===== src/rtl/cspa_ram.sv =====
// ----------------------------------------------------------------------------
// cspa_ram
// Generic single-write, single-read synchronous RAM with registered read.
// ----------------------------------------------------------------------------
module cspa_ram #(
   parameter int WIDTH = 8,
   parameter int DEPTH = 16
) (
   input  logic                     clock,
   input  logic                     wr_en,
   input  logic [$clog2(DEPTH)-1:0] wr_addr,
   input  logic [WIDTH-1:0]         wr_data,
   input  logic                     rd_en,
   input  logic [$clog2(DEPTH)-1:0] rd_addr,
   output logic [WIDTH-1:0]         rd_data
);

   logic [WIDTH-1:0] mem [DEPTH];
   logic [WIDTH-1:0] rd_data_ff;

   always_ff @(posedge clock) begin
      if (wr_en) begin
         mem[wr_addr] <= wr_data;
      end
      if (rd_en) begin
         rd_data_ff <= mem[rd_addr];
      end
   end

   assign rd_data = rd_data_ff;

endmodule


===== config.mk =====
export PLATFORM = sky130hd
export DESIGN_NAME = cspa_ram
export DESIGN_NICKNAME = d
export VERILOG_FILES = /design/src/rtl/cspa_ram.sv
export SDC_FILE = /design/constraint.sdc
export NUM_CORES = 1
export LEC_CHECK = 0
export ABC_AREA = 0
export BUFFER_PORTS_ARGS = -buffer_cell sky130_fd_sc_hd__buf_2
export CAP_MARGIN = 20
export CORE_ASPECT_RATIO = 1.1
export CORE_MARGIN = 3
export CORE_UTILIZATION = 40
export CTS_BUF_LIST = sky130_fd_sc_hd__clkbuf_4 sky130_fd_sc_hd__clkbuf_8
export DETAILED_ROUTE_END_ITERATION = 10
export REMOVE_ABC_BUFFERS = 1
export SETUP_SLACK_MARGIN = 0.1
export SKIP_CTS_REPAIR_TIMING = 1
export SYNTH_ARGS = -nofsm -noshare
export SYNTH_HDL_FRONTEND = slang
export SYNTH_SLANG_ARGS = --single-unit
export TNS_END_PERCENT = 30

===== constraint.sdc =====
create_clock -name clock -period 1.82 [get_ports clock]
set_input_delay 0.364 -clock clock [delete_from_list [all_inputs] [get_ports clock]]
set_output_delay 0.364 -clock clock [all_outputs]
set_load 0.005 [all_outputs]

; ---- After elaboration in Yosys (flattened, before gate mapping)
; Memories as Yosys holds them, arrays and structs flattened. A register that Yosys moved wholly into a read port is not among the register bits.
; Cells that the tools add are included.
[classes]
n_mux = 2
[ops]
columns = operator, count
row1 = $mux 1, 2
[totals]
ram_bits = 128
memories = 1
regBits = 0
[mem_list]
columns = memory, words, width, rd, rd_clocked_by_memory_dff, write_ports, line
row1 = mem, 16, 8, 1, 1, 1, 18  ; logic [WIDTH-1:0] mem [DEPTH];

; ---- Logic depth before layout (Yosys ltp)
; Gate-level depths: netlist of run 1.
[logic_depth]
depth_word = 2
depth_mapped = 5
ltp_nobuf = 3

; ---- Worst setup path after synthesis of run 1
; OpenSTA, ideal clock, no wires.
[synth_timing]
kind = input-to-reg
startpoint = input wr_addr[2]
endpoint = memory mem[0][0] (enable)
stages = 2
slack_ns = -0.037
required_ns = 1.437
t_arrival_ns = 1.474
cell_sequence = or3b_2 -> nor3_1
[synth_lines]
columns = item, line
row1 = start: declaration, 11  ; input logic [$clog2(DEPTH)-1:0] wr_addr,
row2 = end: declaration, 18
; No word-level cell before the write port.

==> results of run 1 <==
==> routing by layer <==
| metal | vias up | global-route usage | share of wire |
|---|---|---|---|
| met3 | 10 | 0.0404 | 0.051 |
| met5 | - | 0 | 0 |
| met4 | 0 | 0.0532 | 0.010 |
| met1 | 1280 | 0.204 | 0.42 |
| li1 | 1093 | - | - |
| met2 | 64 | 0.238 | 0.52 |
==> layout by cell type, fill, tap and decap left out, types with 2 or more instances in the layout <==
master                         n
sky130_fd_sc_hd__bufinv_16     3
sky130_fd_sc_hd__buf_12        3
sky130_fd_sc_hd__nor2_1       13
sky130_fd_sc_hd__a22oi_1      16
sky130_fd_sc_hd__buf_2        26
sky130_fd_sc_hd__edfxtp_1    136
sky130_fd_sc_hd__clkinvlp_4    4
sky130_fd_sc_hd__inv_6         3
sky130_fd_sc_hd__mux4_2       18
sky130_fd_sc_hd__buf_4        20
sky130_fd_sc_hd__nand2b_1      2
sky130_fd_sc_hd__clkinv_4      2
sky130_fd_sc_hd__clkinv_1      2
sky130_fd_sc_hd__nor3_1        4
sky130_fd_sc_hd__nand3b_1      2
sky130_fd_sc_hd__mux4_1       14
sky130_fd_sc_hd__nand2_1       9
sky130_fd_sc_hd__clkbuf_8     17
==> report_power, final <==
part / leakage, µW / switching [µW] / internal, µW
Combinational: 0.000607 / 184 / 146
Clock: 0.000194 / 1150 / 1360
Sequential: 0.00124 / 19.8 / 3520
==> worst max-delay path: stages, from the launching register on <==
cell                       delay, ps
sky130_fd_sc_hd__edfxtp_1        380
sky130_fd_sc_hd__mux4_1          490
sky130_fd_sc_hd__a22oi_1         320
sky130_fd_sc_hd__nand2_1         110
==> registers in the layout, indices dropped and copies added (netlist names) <==
name,count
rd_data,8
mem,128
==> cells by family after synthesis <==
family,Yosys count
muxes,32
AOI/OAI and AO/OA,16
and+or+nand+nor,35
DFF,136
buffers and inverters,10
==> final cells by class <==
class / instances / area [µm²] / share of cell area
Clock buffer: 17 / 234 / 0.0384
Timing Repair Buffer: 49 / 340 / 0.0559
Tap cell: 157 / 196 / 0.0323
Sequential cell: 136 / 4080 / 0.671
Multi-Input combinational cell: 83 / 1060 / 0.174
Clock inverter: 15 / 176 / 0.0290
==> metrics by stage <==
stage,setup TNS (ps),utilization
global placement,-476,0.447
finish,0,0.480
global route,0,0.480
floorplan,-295,-
CTS,0,0.480
detailed placement,-536,0.447
==> worst max path at each step <==
| stage | endpoint | start | slack (ps) | cells past startpoint |
|---|---|---|---|---|
| 4_1_cts | rd_data[0]$_DFFE_PP_ | mem[4][0]$_DFFE_PP_ | 240 | 3 |
| 5_1_grt | rd_data[0]$_DFFE_PP_ | mem[5][0]$_DFFE_PP_ | 200 | 3 |
| 6_report | rd_data[0]$_DFFE_PP_ | mem[2][0]$_DFFE_PP_ | 260 | 3 |
| 3_5_place_dp | rd_data[0]$_DFFE_PP_ | rd_addr[0] | -170 | 5 |
| 3_3_place_gp | rd_data[0]$_DFFE_PP_ | rd_addr[0] | -140 | 5 |
| 2_1_floorplan | mem[0][0]$_DFFE_PP_ | wr_addr[2] | -40 | 2 |
==> cells in the mapped netlist, drive strengths merged <==
cell type / n
a22oi: 16
and2: 1
and2b: 1
buf: 7
clkdlybuf4s25: 3
edfxtp: 136
mux4: 32
nand2: 9
nand2b: 2
nand3: 1
nand3b: 2
nor2: 13
nor2b: 1
nor3: 4
or3b: 1
==> summary.txt, run 1 <==
Status: finished clean
Final period util: 0.858
Overall routing resource usage: 0.151
Min Hold Slack: 320 ps
Largest family of logic cells by synthesized area: multiplexers
Initial core utilization: 0.412
Number of buffers added by the clock tree synthesis step: 17
Half-perimeter wire length after placement: 6510 µm
Required time of the critical path: 1980 ps
Via total after detailed routing: 2447
RSZ-0062 raised after global routing: no
Reg-to-reg critical path endpoint: rd_data[0]$_DFFE_PP_
Clock Skew: 8.62 ps
Arrival time at the worst endpoint: 1720 ps
Number of top-level design ports: 27
Total non-filler cell area in the finished layout: 6090 µm²
Count of placed standard cells including taps: 425
Share of the synthesized area in the top cell type: 0.781
Signed area change from the synthesized netlist to the final layout: 16.5%
Flop-to-flop setup slack: 260 ps
Worst path setup slack after routing: 258 ps
Routed length per instance: 22.2 µm
Wire length reported by the detailed router: 10200 µm
Post-Place Worst Slack: -174 ps
Maximum fanout along the worst path: 1
Horiz. Die Dim: 115 µm
Post-route DRC: 0
Total congestion overflow: 0
Die Outline Area: 14500 µm²
Height of the die: 126 µm
Routability-driven placement congestion ratio: 0.695
Max Transition Viols Final: 0
Pleak: 0.00204 µW
Detailed Route Iter0 Violations: 247
Library cells used by synthesis: 18
Cell Area, Placed: 5680 µm²
Fmax: 640 MHz
Number of inserted filler cells in the final layout: 1044
NumNets Final: 306
Min-delay src: wr_data[1]
Antenna violations before repair: 0
Depth of the worst register-to-register path: 3
Share of synthesized cell area in and, or, nand and nor gates: 0.0314
Mapped Cells: 229
Quantity of I/O buffers inserted on ports: 26
Arithmetic-cell share of the synthesized area counting full adders, half adders and majority gates: 0
Synthesis Warnings: 0
# setup viols final: 0
Antenna fix cells: 0
Clock slew at the register clock pins of the worst setup and hold paths: 80 ps
Worst-case headroom to the max-slew limit: 0.507
Routed Antenna Nets: 0
Endpoints failing hold: 0
Cell taking the most area after synthesis: sky130_fd_sc_hd__edfxtp_1
Max-cap violations: 0
Pin count of the biggest net entering global routing: 22
Share of the synthesized area in compound gates (AO/OA/AOI/OAI): 0.0230
Max IR drop VDD: 0.475 mV
Vias in the first global route: 2636
Slew of the pin with the lowest slew margin: 738 ps
Post-layout power: 6380 µW
Latest clock arrival within the worst-skew pair: 420 ps
TritonCTS clock tree: built
Type of the tightest min-delay check: input pin to flip-flop
Placeable core region: 12700 µm²
Synth Cell Area: 5230 µm²
Final period demand of the worst path: 1560 ps
Crit path kind: flip-flop to flip-flop
Wire length of the first global-routing pass: 15600 µm
Critical path capture point type: flip-flop
CTS Sinks: 136
Core Rows: 43
Worst flop-to-flop path startpoint: mem[2][0]$_DFFE_PP_
Hold path cells: 1
Top post-synthesis cells by area: sky130_fd_sc_hd__edfxtp_1 78%, sky130_fd_sc_hd__mux4_2 7.8%, sky130_fd_sc_hd__mux4_1 7.0%
P per Cell Area: 1050 nW/µm²
Bufs on Longest Clock Path: 2
Share of cell area taken by muxes after synthesis: 0.148
Proportion of synthesized chip area in sequential cells: 0.781
Sink of the worst hold path: mem[15][1]$_DFFE_PP_
Detailed Routing Iterations Pass 1: 5
Final non-filler cell total: 457
Via density: 5.35
H-Tree Depth: 4
Count of state elements after synthesis: 136
Clock root cell: sky130_fd_sc_hd__clkbuf_8
Startpoint types: flip-flop
Mapped Avg Cell Area: 22.8 µm²
Share of layout cells above drive strength 1: 0.327
Fraction of synthesized cell area in xor and xnor cells: 0
Power figures use the tool's default switching activity.
==> inputs of run 2 (changes only) <==
- CORE_ASPECT_RATIO: 1.1 -> default
- clock period: 1.82 -> 1.8 ns (I/O delays scaled with it)
==> summary.txt, run 2 (same netlist as run 1, synthesis figures left out) <==
Type of the tightest min-delay check: input pin to flip-flop
Wire length reported by the detailed router: 10600 µm (+4.2%)
Fmax: 657 MHz (+2.7%)
TritonCTS clock tree: built
Detailed Routing Iterations Pass 1: 4 (-1)
Worst flop-to-flop path startpoint: mem[3][6]$_DFFE_PP_
Top library cells by usage in the layout, fill and taps aside: 136 x sky130_fd_sc_hd__edfxtp_1, 26 x sky130_fd_sc_hd__buf_2, 18 x sky130_fd_sc_hd__mux4_2, 18 x sky130_fd_sc_hd__buf_4, 17 x sky130_fd_sc_hd__clkbuf_8
Pin count of the biggest net entering global routing: 18 (-18%)
Slew of the pin with the lowest slew margin: 881 ps (+143 ps)
Total non-filler cell area in the finished layout: 6120 µm² (+0.60%)
Leading cell type in the layout, fill and taps excluded: sky130_fd_sc_hd__edfxtp_1
Overall routing resource usage: 0.160 (+0.00874)
Wire length of the first global-routing pass: 16300 µm (+4.3%)
Post-Place Worst Slack: -138 ps (+35.5 ps)
Clock root cell: sky130_fd_sc_hd__clkbuf_8
Min-delay src: rd_en
Final period util: 0.845 (-0.0135)
Final period demand of the worst path: 1520 ps (-41.5 ps)
Number of inserted filler cells in the final layout: 1083 (+3.7%)
Initial core utilization: 0.411 (-0.000810)
Routed Antenna Nets: 0 (unchanged)
Clock slew at the register clock pins of the worst setup and hold paths: 70 ps (about the same)
Max-cap violations: 0 (unchanged)
Post-route core utilization: 0.481 (+0.00191)
Placeable core region: 12700 µm² (+0.20%)
Min Hold Slack: 307 ps (-13.4 ps)
Routed length per instance: 22.5 µm (+1.1%)
Critical path capture point type: flip-flop
Die Outline Area: 14500 µm² (about the same)
Antenna fix cells: 0 (unchanged)
Ordered cell list for the critical path: mux4_2 -> a22oi_1 -> nand2_1
Vias in the first global route: 2567 (-2.6%)
Worst-case headroom to the max-slew limit: 0.411 (-0.0966)
Crit path kind: flip-flop to flip-flop
# setup viols final: 0 (unchanged)
Share of layout cells above drive strength 1: 0.321 (-0.00560)
Height of the die: 120 µm (-4.4%)
P per Cell Area: 1070 nW/µm² (+1.9%)
Horiz. Die Dim: 120 µm (+4.6%)
Cell Area, Placed: 5700 µm² (+0.42%)
Number of top-level design ports: 27 (unchanged)
Crit path from: mem[3][6]$_DFFE_PP_
Half-perimeter wire length after placement: 6710 µm (+3.1%)
Pleak: 0.00205 µW (+0.50%)
Worst path setup slack after routing: 279 ps (+21.5 ps)
Number of buffers added by the clock tree synthesis step: 17 (unchanged)
Setup_tns: 0 ps (unchanged)
Post-route DRC: 0 (unchanged)
Maximum fanout along the worst path: 1 (unchanged)
Endpoints failing hold: 0 (unchanged)
Signed area change from the synthesized netlist to the final layout: 17.2%
Worst path slowest cell: sky130_fd_sc_hd__mux4_2
Largest incremental delay on the critical path: 480 ps (about the same)
Total congestion overflow: 0 (unchanged)
Via density: 5.28 (-1.5%)
Antenna violations before repair: 0 (unchanged)
Latest clock arrival within the worst-skew pair: 430 ps (about the same)
Status: finished clean
Quantity of I/O buffers inserted on ports: 26 (unchanged)
RSZ-0062 raised after global routing: no
Detailed Route Iter0 Violations: 214 (-13%)
Max FFs per register: 128 (unchanged)
Via total after detailed routing: 2485 (+1.6%)
NumNets Final: 305 (-0.33%)
Max Transition Viols Final: 0 (unchanged)
Max IR drop VDD: 0.433 mV (-8.8%)
Startpoint types: flip-flop
Clock Skew: 5.56 ps (-3.06 ps)
Core Rows: 41 (-4.7%)
Arrival time at the worst endpoint: 1700 ps (-20 ps)
CTS Sinks: 136 (unchanged)
Largest reg by FF count: mem
Required time of the critical path: 1970 ps (about the same)
Bufs on Longest Clock Path: 2 (unchanged)
Routability-driven placement congestion ratio: 0.702 (+0.96%)
H-Tree Depth: 4 (unchanged)
run 2: changes by cell type in the layout (fill, tap and decap cells not counted), sizes merged:
cell	before	now
bufinv	3	4
clkinv	5	7
clkbuf	17	18
clkinvlp	4	3
inv	3	0
buf	49	48
run 2: through the flow:
stage	std cells	power, µW
after floorplan	219	3790
after global placement	439	3990
after detailed placement	439	4000
after CTS	471	6610
after global routing	471	6800
final	471	6550
run 2: layout make-up:
class                      count  area (µm²)  share of cell area
clock buffer                  18         241              0.0394
clock inverter                14         181              0.0296
multi-input combinational     83        1060               0.173
sequential                   136        4080               0.667
tap                          172         215              0.0351
timing repair buffer          48         345              0.0564
run 2: path summary, 6_finish.rpt:
kind	endpoint	slack, ps	cells after the start
min	rd_data[0]$_DFFE_PP_	310	1
max	rd_data[6]$_DFFE_PP_	280	3
max reg2reg	rd_data[6]$_DFFE_PP_	280	3
min reg2reg	rd_data[6]$_DFFE_PP_	750	3
run 2: power breakdown:
part	switching (µW)	internal, µW	leakage [µW]
logic	194	149	0.000607
registers	17.4	3560	0.00124
clock network	1110	1510	0.000205
run 2: routing by layer:
| metal | part of all wire | vias up | track usage |
|---|---|---|---|
| li1 | - | 1094 | - |
| met1 | 0.45 | 1283 | 0.230 |
| met2 | 0.47 | 93 | 0.237 |
| met3 | 0.067 | 15 | 0.0398 |
| met4 | 0.015 | 0 | 0.0637 |
| met5 | 0 | - | 0 |
run 2: worst max-delay path, delay by kind of cell, from the launching register on:
kind	cells	cell delay, ps
mux	1	480
simple gates	1	90
flops	1	370
compound gates	1	330
==> inputs of run 3 (changes only) <==
- clock period: 1.8 -> 1.5 ns (I/O delays scaled with it)
==> summary.txt, run 3 (same netlist as run 1, synthesis figures left out) <==
Max IR drop VDD: 0.518 mV (+20%)
Quantity of I/O buffers inserted on ports: 26 (unchanged)
Startpoint types: flip-flop
Placeable core region: 12700 µm² (unchanged)
Bufs on Longest Clock Path: 2 (unchanged)
Depth of the worst register-to-register path: 3 (unchanged)
Crit path kind: flip-flop to flip-flop
Max Transition Viols Final: 0 (unchanged)
P per Cell Area: 1210 nW/µm² (+14%)
Sink of the worst hold path: mem[5][3]$_DFFE_PP_
Max-cap violations: 0 (unchanged)
Horiz. Die Dim: 120 µm (unchanged)
Antenna fix cells: 0 (unchanged)
Top library cells by usage in the layout, fill and taps aside: 136 x sky130_fd_sc_hd__edfxtp_1, 29 x sky130_fd_sc_hd__buf_4, 27 x sky130_fd_sc_hd__mux4_2
Count of placed standard cells including taps: 451 (+2.7%)
Vias in the first global route: 2638 (+2.8%)
Pleak: 0.00205 µW (+0.34%)
Worst-case headroom to the max-slew limit: 0.420 (+0.00946)
Slew of the pin with the lowest slew margin: 867 ps (-14.1 ps)
Final non-filler cell total: 482 (+2.3%)
Final period demand of the worst path: 1440 ps (-80.3 ps)
Overall routing resource usage: 0.154 (-0.00638)
Register cell area after layout: 4080 µm² (unchanged)
TritonCTS clock tree: built
Antenna violations before repair: 0 (unchanged)
Total congestion overflow: 0 (unchanged)
Hold path cells: 1 (unchanged)
Largest reg by FF count: mem
Initial core utilization: 0.411 (unchanged)
Endpoints failing hold: 0 (unchanged)
Max FFs per register: 128 (unchanged)
Setup_tns: 0 ps (unchanged)
Maximum fanout along the worst path: 1 (unchanged)
CTS Sinks: 136 (unchanged)
Half-perimeter wire length after placement: 6730 µm (+0.30%)
Wire length reported by the detailed router: 10200 µm (-3.2%)
Min-delay src: wr_data[3]
Height of the die: 120 µm (unchanged)
Routed length per instance: 21.2 µm (-5.4%)
Reg-to-reg critical path endpoint: rd_data[5]$_DFFE_PP_
Fmax: 694 MHz (+5.6%)
Critical path capture point type: flip-flop
Number of inserted filler cells in the final layout: 1085 (+0.18%)
Routability-driven placement congestion ratio: 0.703 (+0.11%)
Arrival time at the worst endpoint: 1600 ps (-100 ps)
# setup viols final: 0 (unchanged)
Flop-to-flop setup slack: 60 ps (-220 ps)
Core Rows: 41 (unchanged)
Worst path setup slack after routing: 59.4 ps (-220 ps)
Required time of the critical path: 1660 ps (-310 ps)
Clock slew at the register clock pins of the worst setup and hold paths: 70 ps (about the same)
Post-Place Worst Slack: -395 ps (-257 ps)
Min Hold Slack: 250 ps (-56.6 ps)
Leading cell type in the layout, fill and taps excluded: sky130_fd_sc_hd__edfxtp_1
Number of top-level design ports: 27 (unchanged)
Detailed Routing Iterations Pass 1: 4 (unchanged)
Type of the tightest min-delay check: input pin to flip-flop
Detailed Route Iter0 Violations: 218 (+1.9%)
Total area of multi-input combinational cells: 1060 µm² (+0.12%)
Share of layout cells above drive strength 1: 0.394 (+0.0725)
Worst flop-to-flop path startpoint: mem[1][5]$_DFFE_PP_
Die Outline Area: 14500 µm² (unchanged)
Via total after detailed routing: 2479 (-0.24%)
Clock Skew: 8.84 ps (+3.28 ps)
Clock root cell: sky130_fd_sc_hd__clkbuf_8
Post-layout power: 7490 µW (+14%)
Number of buffers added by the clock tree synthesis step: 17 (unchanged)
Pin count of the biggest net entering global routing: 22 (+4)
Status: finished clean
NumNets Final: 317 (+3.9%)
Via density: 5.14 (-2.5%)
Crit path from: mem[1][5]$_DFFE_PP_
RSZ-0062 raised after global routing: yes
Wire length of the first global-routing pass: 15500 µm (-4.9%)
Latest clock arrival within the worst-skew pair: 430 ps (about the same)
H-Tree Depth: 4 (unchanged)
Routed Antenna Nets: 0 (unchanged)
Final period util: 0.960 (+0.115)
Signed area change from the synthesized netlist to the final layout: 17.9%
Post-route DRC: 0 (unchanged)
==> run 3: per-stage QoR <==
step	util	instance area [µm²]
2_1_floorplan	-	5140
3_3_place_gp	0.456	5800
3_5_place_dp	0.456	5800
4_1_cts	0.484	6160
5_1_grt	0.485	6160
6_report	0.485	6160
==> run 3: worst max-delay path, stage by stage, from the launching register on <==
cell	delay [ps]
sky130_fd_sc_hd__edfxtp_1	390
sky130_fd_sc_hd__mux4_2	470
sky130_fd_sc_hd__a22oi_2	220
sky130_fd_sc_hd__nand2_1	100
==> run 3: area by class of cell <==
| type | instances | share of cell area |
|---|---|---|
| Sequential cell | 136 | 0.662 |
| Multi-Input combinational cell | 83 | 0.172 |
| Timing Repair Buffer | 60 | 0.0727 |
| Clock buffer | 19 | 0.0404 |
| Tap cell | 172 | 0.0349 |
| Clock inverter | 12 | 0.0179 |
==> run 3: worst max-delay path by stage <==
stage / slack (ps) / endpoint / depth (start not counted)
after floorplan: -290 / mem[0][0]$_DFFE_PP_ / 2
after global placement: -380 / rd_data[1]$_DFFE_PP_ / 5
after detailed placement: -390 / rd_data[7]$_DFFE_PP_ / 6
after CTS: -60 / rd_data[3]$_DFFE_PP_ / 3
after global routing: 10 / rd_data[5]$_DFFE_PP_ / 3
final: 60 / rd_data[5]$_DFFE_PP_ / 3
==> run 3: power by group <==
group / switching (µW) / total, µW / internal (µW)
Combinational: 240 / 446 / 206
Clock: 1280 / 2740 / 1470
Sequential: 22.7 / 4300 / 4280
Total: 1540 / 7490 / 5950
==> run 3: routing by layer <==
| metal | wire length (µm) | track usage | vias up |
|---|---|---|---|
| met5 | 0 | 0 | - |
| met4 | 199 | 0.0666 | 0 |
| met3 | 648 | 0.0491 | 14 |
| met2 | 4770 | 0.230 | 78 |
| met1 | 4630 | 0.208 | 1281 |
| li1 | - | - | 1106 |
