--- src/rtl/cspa_pkg.sv ---
// ----------------------------------------------------------------------------
// cspa_pkg
// Shared types and constants for the canary slot pool allocator.
// ----------------------------------------------------------------------------
package cspa_pkg;

   localparam int MAX_SLOTS   = 64;
   localparam int REGION_SIZE = 4096;

   localparam int CMD_W      = 2;
   localparam int OFF_W      = 12;
   localparam int BYTE_W     = 8;
   localparam int STATUS_W   = 3;
   localparam int USABLE_W   = 12;
   localparam int SLOT_CNT_W = 7;
   localparam int CSR_IDX_W  = 2;
   localparam int CSR_DATA_W = 12;

   localparam int ADDR_W     = $clog2(REGION_SIZE);
   localparam int SIZE_W     = USABLE_W + 1;
   localparam int EXT_W      = SIZE_W + 1;
   localparam int SLOT_W     = $clog2(MAX_SLOTS);
   localparam int BASE_W     = SLOT_W + SIZE_W;
   localparam int FIT_W      = BASE_W + 1;
   localparam int ROW_BITS   = 8;
   localparam int ROWS       = MAX_SLOTS / ROW_BITS;
   localparam int ROW_PTR_W  = $clog2(ROWS);
   localparam int ROW_IDX_W  = $clog2(ROW_BITS);
   localparam int DIV_CNT_W  = $clog2(OFF_W + 1);

   localparam logic [CMD_W-1:0] CMD_ALLOC = 2'd0;
   localparam logic [CMD_W-1:0] CMD_FREE  = 2'd1;
   localparam logic [CMD_W-1:0] CMD_WRITE = 2'd2;
   localparam logic [CMD_W-1:0] CMD_READ  = 2'd3;

   localparam logic [STATUS_W-1:0] ST_OK        = 3'd0;
   localparam logic [STATUS_W-1:0] ST_EXHAUSTED = 3'd1;
   localparam logic [STATUS_W-1:0] ST_INVALID   = 3'd2;
   localparam logic [STATUS_W-1:0] ST_DOUBLE    = 3'd3;
   localparam logic [STATUS_W-1:0] ST_CORRUPT   = 3'd4;

   localparam logic [CSR_IDX_W-1:0] CSR_USABLE = 2'd0;
   localparam logic [CSR_IDX_W-1:0] CSR_SLOTS  = 2'd1;
   localparam logic [CSR_IDX_W-1:0] CSR_GUARD  = 2'd2;

   localparam logic [USABLE_W-1:0]   USABLE_RESET = 12'd15;
   localparam logic [SLOT_CNT_W-1:0] SLOTS_RESET  = 7'd64;
   localparam logic [BYTE_W-1:0]     GUARD_RESET  = 8'd165;

   typedef struct packed {
      logic             done;
      logic [OFF_W-1:0] quot;
      logic [OFF_W-1:0] rem;
   } cspa_div_rsp_type;

endpackage

--- src/rtl/cspa_div.sv ---
// ----------------------------------------------------------------------------
// cspa_div
// Restoring divider, one quotient bit per cycle, for offset by slot size.
// ----------------------------------------------------------------------------
module cspa_div
   import cspa_pkg::*;
(
   input  logic                   clock,
   input  logic                   reset,
   input  logic                   start,
   input  logic [OFF_W-1:0]       dividend,
   input  logic [SIZE_W-1:0]      divisor,
   output cspa_div_rsp_type       rsp
);

   logic                 busy_ff, busy_in;
   logic                 done_ff, done_in;
   logic [DIV_CNT_W-1:0] cnt_ff, cnt_in;
   logic [OFF_W-1:0]     dvd_ff, dvd_in;
   logic [OFF_W-1:0]     rem_ff, rem_in;
   logic [SIZE_W-1:0]    dsr_ff, dsr_in;
   logic [SIZE_W-1:0]    trial;
   logic [SIZE_W:0]      diff;

   always_comb begin
      trial   = {rem_ff, dvd_ff[OFF_W-1]};
      diff    = {1'b0, trial} - {1'b0, dsr_ff};
      busy_in = busy_ff;
      done_in = 1'b0;
      cnt_in  = cnt_ff;
      dvd_in  = dvd_ff;
      rem_in  = rem_ff;
      dsr_in  = dsr_ff;
      if (start) begin
         busy_in = 1'b1;
         cnt_in  = DIV_CNT_W'(OFF_W);
         dvd_in  = dividend;
         rem_in  = '0;
         dsr_in  = divisor;
      end else if (busy_ff) begin
         if (!diff[SIZE_W]) begin
            rem_in = diff[OFF_W-1:0];
            dvd_in = {dvd_ff[OFF_W-2:0], 1'b1};
         end else begin
            rem_in = trial[OFF_W-1:0];
            dvd_in = {dvd_ff[OFF_W-2:0], 1'b0};
         end
         cnt_in = cnt_ff - DIV_CNT_W'(1);
         if (cnt_ff == DIV_CNT_W'(1)) begin
            busy_in = 1'b0;
            done_in = 1'b1;
         end
      end
   end

   always_ff @(posedge clock) begin
      if (reset) begin
         busy_ff <= 1'b0;
         done_ff <= 1'b0;
         cnt_ff  <= '0;
      end else begin
         busy_ff <= busy_in;
         done_ff <= done_in;
         cnt_ff  <= cnt_in;
      end
      dvd_ff <= dvd_in;
      rem_ff <= rem_in;
      dsr_ff <= dsr_in;
   end

   assign rsp.done = done_ff;
   assign rsp.quot = dvd_ff;
   assign rsp.rem  = rem_ff;

endmodule

--- config.mk ---
export PLATFORM = sky130hd
export DESIGN_NAME = cspa_div
export DESIGN_NICKNAME = d
export VERILOG_FILES = /design/src/rtl/cspa_pkg.sv /design/src/rtl/cspa_div.sv
export SDC_FILE = /design/constraint.sdc
export NUM_CORES = 1
export LEC_CHECK = 0
export BUFFER_PORTS_ARGS = -buffer_cell sky130_fd_sc_hd__buf_2
export CORE_MARGIN = 4
export CORE_UTILIZATION = 58
export DETAILED_ROUTE_END_ITERATION = 16
export GPL_ROUTABILITY_DRIVEN = 0
export GPL_TIMING_DRIVEN = 0
export PLACE_DENSITY_LB_ADDON = 0.2
export REMOVE_ABC_BUFFERS = 1
export SLEW_MARGIN = 20
export SYNTH_ARGS = -nofsm -noshare
export SYNTH_HDL_FRONTEND = slang
export SYNTH_SLANG_ARGS = --single-unit
--- constraint.sdc ---
create_clock -name clock -period 6.5 [get_ports clock]
set_clock_uncertainty 0.2 [all_clocks]
set_input_delay 0.325 -clock clock [delete_from_list [all_inputs] [get_ports clock]]
set_output_delay 0.325 -clock clock [all_outputs]
set_load 0.02 [all_outputs]
==> Yosys cells after proc, flatten, opt, wreduce, memory -nomap -nowiden <==
Index checks and enable logic that the tools add are counted.
W data, S select, Z words.
{ "word_totals": {"reg_bits": 43, "output_inout_bits": 25, "wordCells": 24} }
{ "op_classes": {"addsub": 2, "n_eq_ne": 1, "n_mux": 10, "bitwise": 1, "n_reduce_logical": 3} }
{ "ops": {"columns": ["op", "count"], "rows": [
  ["$mux W12", 3],
  ["$sub A13 B13 Y14", 1],
  ["$mux W4", 2],
  ["$mux W1", 5],
  ["$eq A4 B1 Y1 const B", 1],
  ["$sub A4 B1 Y4 const B", 1],
  ["$reduce_or A3 Y1", 1],
  ["$reduce_bool A2 Y1", 1],
  ["$reduce_or A2 Y1", 1],
  ["$not A1 Y1", 1]
]} }

==> Logic depth before layout (Yosys ltp) <==
Gate-level depths: netlist (run 1).
{ "logic_depth": {"depth_word": 4, "mapped_depth": 9, "mapped_depth_nobuf": 9} }

==> Worst setup path before layout (run 1) <==
No wires, ideal clock.
{ "synth_timing": {"path_type": "register -> register", "from": "register dvd_ff[11]", "to": "register rem_ff[8]", "setup_time_ns": 0.091, "arrival_ns": 2.068, "required_ns": 6.209, "path_slack_ns": 4.141, "path_stages_with_launch": 10, "n_path_buf": 0, "period_less_slack_ns": 2.359, "path_cell_list": "edfxtp_1 inv_1 ha_1 fa_1 nor2b_1 o31ai_1 a22oi_1 xor2_1 nand2_1 a311oi_1"} }
{ "synth_via": {"elab_chain_len": 2} }
{ "synth_rtl": {"columns": ["element", "line_no", "source"], "rows": [
  ["from (decl)", "cspa_div.sv:19", "logic [OFF_W-1:0] dvd_ff, dvd_in;"],
  ["from (signal assigned)", "cspa_div.sv:66", "dvd_ff <= dvd_in;"],
  ["$sub A13 B13 Y14", "cspa_div.sv:27", "diff = {1'b0, trial} - {1'b0, dsr_ff};"],
  ["$mux W12", "cspa_div.sv:41", "if (!diff[SIZE_W]) begin"],
  ["to (signal assigned)", "cspa_div.sv:67", "rem_ff <= rem_in;"],
  ["to (decl)", "cspa_div.sv:20", "logic [OFF_W-1:0] rem_ff, rem_in;"]
]} }
Every way passes these cells.
A chain may end at the register's enable or synchronous reset.

==> Worst setup path in the final report (run 1) <==
{ "layout_timing": {"from": "register rem_ff[8]", "to": "register rem_ff[6]"} }
{ "layout_via": {"elab_chain_len": 2} }
{ "layout_rtl": {"columns": ["element", "line_no"], "rows": [
  ["$sub A13 B13 Y14", "cspa_div.sv:27"],
  ["$mux W12", "cspa_div.sv:41"]
]} }
Every way passes these cells.

==> run summary, run 1 <==
Pin count of the biggest net entering global routing - 41
Post-synthesis register bit count - 43
ANT cells - 0
Htree depth - 2
Drt drc - 0
RSZ-0062 raised after global routing - false
Area Overhead vs Synth - 22.67%
Top cells by count, synth - edfxtp_1, nor2_1, inv_1
GR Overflow Total - 0
DR pass1 iterations - 4
Global-route usage over all layers - 20.92%
Crit path required time - 6.51 ns
Setup TNS - 0 ns
WP buf/inv - 0
CP startpoint - rem_ff[8]
Count leader, synth - edfxtp_1
Startpoint Class - flip-flop
CP delay by family, top - compound AO/OA/AOI/OAI gates
Post-synth top area share - 32.09%
Period utilization - 40.23%
Layout Cells excl Fill - 342
Iter 0 DRT Violations - 196
Critical R2R Launch - rem_ff[8]
Final Max Slew Viols - 0
WS Path Type - flip-flop to flip-flop
Post-synth EDFFs - 25
Max-cap violations - 0
I/O pins - 53
PortBufs - 52
Worst Path Max Fanout - 13
Cell taking the most area after synthesis - edfxtp_1
Cells after Synth - 230
Worst Slack Setup Final - 3.885 ns
LEAKAGE - 1.223 nW
Full die area - 5114 um2
Fillcell total - 256
Warnings, synthesis - 0
Maximum VDD drop - 0.0001620 V
Status - finished, final reports clean
Detailed Route WL - 5.038 mm
Place WS - 3.919 ns
Layout net count - 337
Core Area - 3771 um2
CTS max path bufs - 2
TritonCTS buffer count - 5
Critical Path End Type - flip-flop
CP Cell Sequence - ha_1, a21oi_1, o21ai_1, nor2_1, a21o_1, or3b_1, a311oi_1
TritonCTS clock tree - done
Fin. Hold Viols - 0
Worst-path clk slew - 0.09 ns
Post-synth ARST share - 0%
Dpl hpwl - 3.393 mm
Distinct cells, synth - 48
Crit-path slowest cell - or3b_1
Final Critical Period - 2.615 ns
HP Start - divisor[1]
Max Clk Rate - 0.3824 GHz
Clk sinks - 43
Layout cells sized above 1 - 25.51%
Worst EP arrival - 2.63 ns
Root buf cell - clkbuf_8
Syn_area_per_cell - 10.17 um2
Max incr delay on CP - 0.42 ns
Initial antenna violation count - 0
Vias in the first global route - 1,889
Slew at the pin closest to its max-slew limit - 0.8627 ns
Max-slew headroom - 42.40%
Vias - 1,977
Via-to-Cell Ratio - 5.781
Pwr/cell area - 255.7 nW/um2
Antenna-violating nets left - 0
Routed len/inst - 14.73 um
Die Height - 71.52 um
Std-Cell Rows - 22
Chip width - 71.52 um
First-pass GRT wire length - 8.569 mm
Synth top area cells - edfxtp_1, dfxtp_1, ha_1
Register area share after synthesis - 47.49%
Finish-stage setup viols - 0
Initial Utilization - 62.04%
Hold Crit Class - input port to flip-flop
Inst Count DP - 323
Clock Latency Late Sink - 0.30 ns
Synthesized cell area - 2340 um2
Post-CTS Setup Bufs - 0
Top_reg_cell synth - edfxtp_1
report_power, final:
group,switching [mW],internal (mW),total [mW],leakage [nW]
logic,0.0960,0.0721,0.168,0.764
registers,0.0181,0.314,0.332,0.397
clock network,0.0955,0.138,0.233,0.0626
total,0.210,0.524,0.734,1.22
cells by family after synthesis:
| kind of cell | synth area share (%) |
|---|---|
| flops | 47.49 |
| compound gates | 16.47 |
| buf+inv | 4.705 |
| fa+ha+maj | 8.877 |
| mux | 6.684 |
| simple gates | 13.16 |
| xor+xnor | 2.620 |
stage by stage:
stage	hold WS, ns	util (%)	cell area, um2	power [mW]
after detailed placement	0.3023	69.71	2629	0.4988
after CTS	0.001119	75.58	2850	0.7343
after floorplan	0.1941	-	2308	0.4494
final	0.01633	76.11	2870	0.7339
after global routing	0.002100	76.11	2870	0.7709
after global placement	0.2868	69.71	2629	0.4933
registers in the layout (all words and copies together) (netlist names):
register and count:
dsr_ff 13, rem_ff 12, busy_ff 1, cnt_ff 4, dvd_ff 12, done_ff 1
worst paths after layout:
path                            slack [ns]  depth (start not counted)   endpoint
worst max register to register        3.89                          7  rem_ff[6]
worst min-delay path                  0.02                          1  dsr_ff[1]
worst max-delay path                  3.89                          7  rem_ff[6]
worst min register to register        0.30                          2  rem_ff[3]
placed cells by master (no fill, tap or decap), drive strengths merged, types with 4 or more instances in the layout:
cell         synthesis  routed
buf                  3      52
edfxtp              25      25
nor2                22      22
inv                 20      20
dfxtp               18      18
nand2               17      17
a21oi               16      16
ha                  15      15
mux2                13      13
dlygate4sd3          0      11
o21ai               10      10
nor3                 6       6
a311oi               6       6
clkbuf               4       6
xnor2                4       4
timing repair:
item                                   in CTS  in global routing
hold buffers                                9                  2
gates resized for setup                     0                  0
endpoints found under the hold margin       9                  2
layout make-up:
cell class	count	area (um2)	area share (%)
repair buffers	63	370.4	12.90
inverters	21	78.83	2.746
well taps	48	60.06	2.092
clock inverters	2	37.54	1.308
multi-input cells	159	1119	38.97
flip-flops and latches	43	1111	38.71
clock buffers	6	93.84	3.269
per-layer routing:
layer	part of all wire (%)	vias up	global-route usage (%)
met5	0	-	0
met4	1.6	0	6.054
met3	6.5	9	5.750
met2	50	64	35.20
met1	42	936	26.30
li1	-	968	-
No activity file was read; power rests on OpenSTA's default activity.
==> inputs of run 2 (changes only) <==
CORE_UTILIZATION = 54   (was 58)
clock period = 2.6 ns   (was 6.5 ns; I/O delays follow)
==> run 2 against run 1 <==
Against the previous run:
- sequential cell count stayed put
- final cell count grew 5.0%
- via count rose by 1.3%
- critical path type unchanged
==> run summary, run 2 (same netlist as run 1, synthesis figures left out) <==
Final instance area - 3049 um2
Via-to-Cell Ratio - 5.577
Area of the multi-input gates - 1171 um2
Std-Cell Rows - 23
Fillcell total - 294
Worst EP arrival - 2.47 ns
Initial antenna violation count - 0
Final Critical Period - 2.460 ns
Post-CTS Setup Bufs - 0
Drt drc - 0
Max Clk Rate - 0.4065 GHz
Top flop regs - dsr_ff (13), dvd_ff (12), rem_ff (12)
First-pass GRT wire length - 8.963 mm
Root buf cell - clkbuf_8
Most frequent cells in the layout - buf_2, dlygate4sd3_1, edfxtp_1
Antenna-violating nets left - 0
Full die area - 5450 um2
Pwr/cell area - 580.3 nW/um2
Global-route usage over all layers - 21.45%
Pin count of the biggest net entering global routing - 41
Initial Utilization - 57.26%
GR Overflow Total - 0
Htree depth - 2
Area post-placement - 2631 um2
TritonCTS buffer count - 5
DR pass1 iterations - 4
Vias - 2,002
Vias in the first global route - 1,917
Routed len/inst - 15.33 um
Max-slew headroom - 43.49%
Most common cell after layout, fill and taps aside - buf_2
Area Overhead vs Synth - 30.32%
Startpoint Class - flip-flop
I/O pins - 53
RSZ-0062 raised after global routing - true
Max reg flops - 13
Layout net count - 352
Clk sinks - 43
Layout cells sized above 1 - 28.16%
TritonCTS clock tree - done
Dpl hpwl - 3.344 mm
Place WS - -0.004084 ns
Worst Path Max Fanout - 4
LEAKAGE - 1.274 nW
Core Area - 4086 um2
PortBufs - 52
Max-cap violations - 0
Fin. Hold Viols - 0
WS Path Type - flip-flop to flip-flop
Detailed Route WL - 5.503 mm
Hold Crit Class - input port to flip-flop
Storage cell area - 1112 um2
Worst-path clk slew - 0.09 ns
Maximum VDD drop - 0.0004564 V
Worst Slack Setup Final - 0.1402 ns
Chip width - 73.83 um
Reg with most FFs - dsr_ff
CTS max path bufs - 2
Crit path required time - 2.61 ns
Finish-stage setup viols - 0
Period utilization - 94.61%
Status - finished, final reports clean
Clock Latency Late Sink - 0.30 ns
Iter 0 DRT Violations - 128
ANT cells - 0
Die Height - 73.83 um
Final Max Slew Viols - 0
Critical Path End Type - flip-flop
Slew at the pin closest to its max-slew limit - 0.8477 ns
-- run 2: worst max-delay path, stage by stage, from the launching register on --
cell and delay, ns:
edfxtp_1 0.42, inv_1 0.08, ha_1 0.20, fa_1 0.26, nor2b_2 0.07, o31ai_2 0.35, a21boi_0 0.14, or3b_1 0.38
a311oi_2 0.25
-- run 2: what timing repair did --
item                                    4_1_cts  5_1_grt
hold buffers                                 26        0
endpoints found under the hold margin        31        0
resized for setup                             1       13
endpoints found under the setup margin        3       22
pin swaps                                     0        1
-- run 2: final cells by class --
| type | count | share of cell area [%] |
|---|---|---|
| Sequential cell | 43 | 36.48 |
| Tap cell | 50 | 2.052 |
| Clock inverter | 1 | 0.2462 |
| Inverter | 21 | 2.585 |
| Timing Repair Buffer | 78 | 17.07 |
| Clock buffer | 7 | 3.160 |
| Multi-Input combinational cell | 159 | 38.41 |
-- run 2: path summary, 6_finish.rpt --
path	cells after the start	slack (ns)	end	start
setup / recovery	8	0.14	rem_ff[6]	dvd_ff[11]
hold / removal	2	0.26	rem_ff[0]	start
setup reg to reg	8	0.14	rem_ff[6]	dvd_ff[11]
hold reg to reg	2	0.31	rem_ff[3]	rem_ff[2]
-- run 2: power by group --
group / switching (mW) / total, mW / leakage (nW) / internal, mW
logic: 0.254 / 0.458 / 0.827 / 0.205
clock network: 0.238 / 0.480 / 0.0505 / 0.242
registers: 0.0451 / 0.831 / 0.397 / 0.786
total: 0.537 / 1.77 / 1.27 / 1.23
-- run 2: metal layers --
| metal | up-vias | track usage [%] | wire, um |
|---|---|---|---|
| met4 | 0 | 6.036 | 66 |
| met1 | 940 | 26.83 | 2372 |
| met2 | 51 | 36.42 | 2790 |
| met3 | 8 | 5.472 | 274 |
| li1 | 1003 | - | - |
| met5 | - | 0 | 0 |
-- run 2: stage by stage --
| step | power, mW | TNS (ns) | utilization (%) | hold WS [ns] | instances |
|---|---|---|---|---|---|
| 2_1_floorplan | 1.123 | 0 | - | -0.0009342 | 223 |
| 3_3_place_gp | 1.233 | 0 | 64.39 | 0.1067 | 325 |
| 3_5_place_dp | 1.244 | -0.004084 | 64.39 | 0.1085 | 325 |
| 4_1_cts | 1.745 | 0 | 73.33 | 0.2669 | 359 |
| 5_1_grt | 1.858 | 0 | 74.62 | 0.3114 | 359 |
| 6_report | 1.769 | 0 | 74.62 | 0.2644 | 359 |
==> inputs of run 3 (changes only) <==
PLACE_DENSITY = 0.89   (was default)
PLACE_DENSITY_LB_ADDON = default   (was 0.2)
==> run 3 against run 2 <==
Against the previous run:
- via count is 3.5% higher
- utilization down 0.43 points
- highest routed layer unchanged
- largest power group unchanged
- critical path depth did not move
- sequential share of layout area increased by 0.21 points
- count of clock-buffer cells in the layout shrank 2
==> run summary, run 3 (same netlist as run 1, synthesis figures left out) <==
Initial antenna violation count - 0
I/O pins - 53
Initial Utilization - 57.26%
Period utilization - 97.41%
Setup TNS - 0 ns
Post-CTS Setup Bufs - 0
Via-to-Cell Ratio - 5.772
Chip width - 73.83 um
Vias - 2,072
Layout cells sized above 1 - 26.86%
Top flop regs - dsr_ff (13), dvd_ff (12), rem_ff (12)
Worst Slack Setup Final - 0.06732 ns
Vias in the first global route - 1,938
Routing usage on met3 - 5.335%
Clock Latency Late Sink - 0.31 ns
WHS - 0.2563 ns
Worst Path Max Fanout - 6
Root buf cell - clkbuf_8
Total power - 1.754 mW
ANT cells - 0
Fillcell total - 279
RSZ-0062 raised after global routing - true
Iter 0 DRT Violations - 254
LEAKAGE - 1.270 nW
Final Critical Period - 2.533 ns
Status - finished, final reports clean
Reg with most FFs - dsr_ff
Antenna-violating nets left - 0
WS Path Type - flip-flop to flip-flop
Slew at the pin closest to its max-slew limit - 0.8183 ns
Maximum VDD drop - 0.0004965 V
Worst EP arrival - 2.49 ns
TritonCTS clock tree - done
Hold Crit Class - input port to flip-flop
PortBufs - 52
Drt drc - 0
M2 GR Usage - 37.99%
Worst-path clk slew - 0.09 ns
Pwr/cell area - 578.5 nW/um2
Crit path required time - 2.56 ns
Fin. Hold Viols - 0
Dpl hpwl - 3.434 mm
M1 GR Usage - 26.82%
Final Max Slew Viols - 0
Detailed Route WL - 6.134 mm
Max Clk Rate - 0.3948 GHz
Critical Path End Type - flip-flop
Place WS - 0.01117 ns
Layout net count - 352
Pin count of the biggest net entering global routing - 41
TritonCTS buffer count - 5
Clk sinks - 43
Htree depth - 2
Die Height - 73.83 um
DR pass1 iterations - 4
Max-cap violations - 0
Most frequent cells in the layout - buf_2, dlygate4sd3_1, edfxtp_1
Core Area - 4086 um2
Finish-stage setup viols - 0
Routed len/inst - 17.09 um
Utilization after layout - 74.19%
Area Overhead vs Synth - 29.57%
GR Overflow Total - 0
Max-slew headroom - 45.44%
Full die area - 5450 um2
First-pass GRT wire length - 9.101 mm
Std-Cell Rows - 23
Global-route usage over all layers - 22.17%
Max reg flops - 13
CTS max path bufs - 2
Most common cell after layout, fill and taps aside - buf_2
Startpoint Class - flip-flop
GRT busiest layer - met2
==> run 3: path summary, 6_finish.rpt <==
check	slack, ns	from	end	cells past startpoint
setup reg to reg	0.07	dsr_ff[1]	rem_ff[11]	8
hold reg to reg	0.32	rem_ff[5]	rem_ff[6]	2
setup / recovery	0.07	dsr_ff[1]	rem_ff[11]	8
hold / removal	0.26	start	dsr_ff[1]	1
==> run 3: area by class of cell <==
type	count	area, um2	area share (%)
Multi-Input combinational cell	159	1165	38.42
Inverter	21	78.83	2.600
Tap cell	50	62.56	2.064
Sequential cell	43	1112	36.69
Clock buffer	5	68.82	2.270
Timing Repair Buffer	78	520.5	17.17
Clock inverter	3	23.77	0.7842
==> run 3: power breakdown <==
part | switching, mW | internal [mW]
Combinational | 0.271 | 0.203
Sequential | 0.0462 | 0.786
Clock | 0.255 | 0.192
Total | 0.572 | 1.18
==> run 3: per-stage QoR <==
stage,cell area [um2],instances
floorplan,2308,223
global placement,2631,325
detailed placement,2631,325
CTS,2985,359
global route,3032,359
finish,3032,359
==> run 3: what timing repair did <==
action,CTS,global route
hold buffers,26,0
endpoints found under the setup margin,2,22
gates cloned,0,0
hold endpoints to repair,31,0
resized for setup,1,10
==> run 3: per-layer routing <==
metal	wire [um]	share of wire [%]	up-vias
li1	-	-	999
met1	2413	39	961
met2	3184	52	95
met3	401	6.5	17
met4	134	2.2	0
met5	0	0	-
==> run 3: critical path, cell delays in order, from the launching register on <==
cell and delay (ns):
edfxtp_1 0.43, inv_1 0.08, ha_1 0.23, nor2b_2 0.18, o31ai_4 0.29, a21o_1 0.29, mux2_2 0.37, o21ai_0 0.21
a211oi_1 0.10
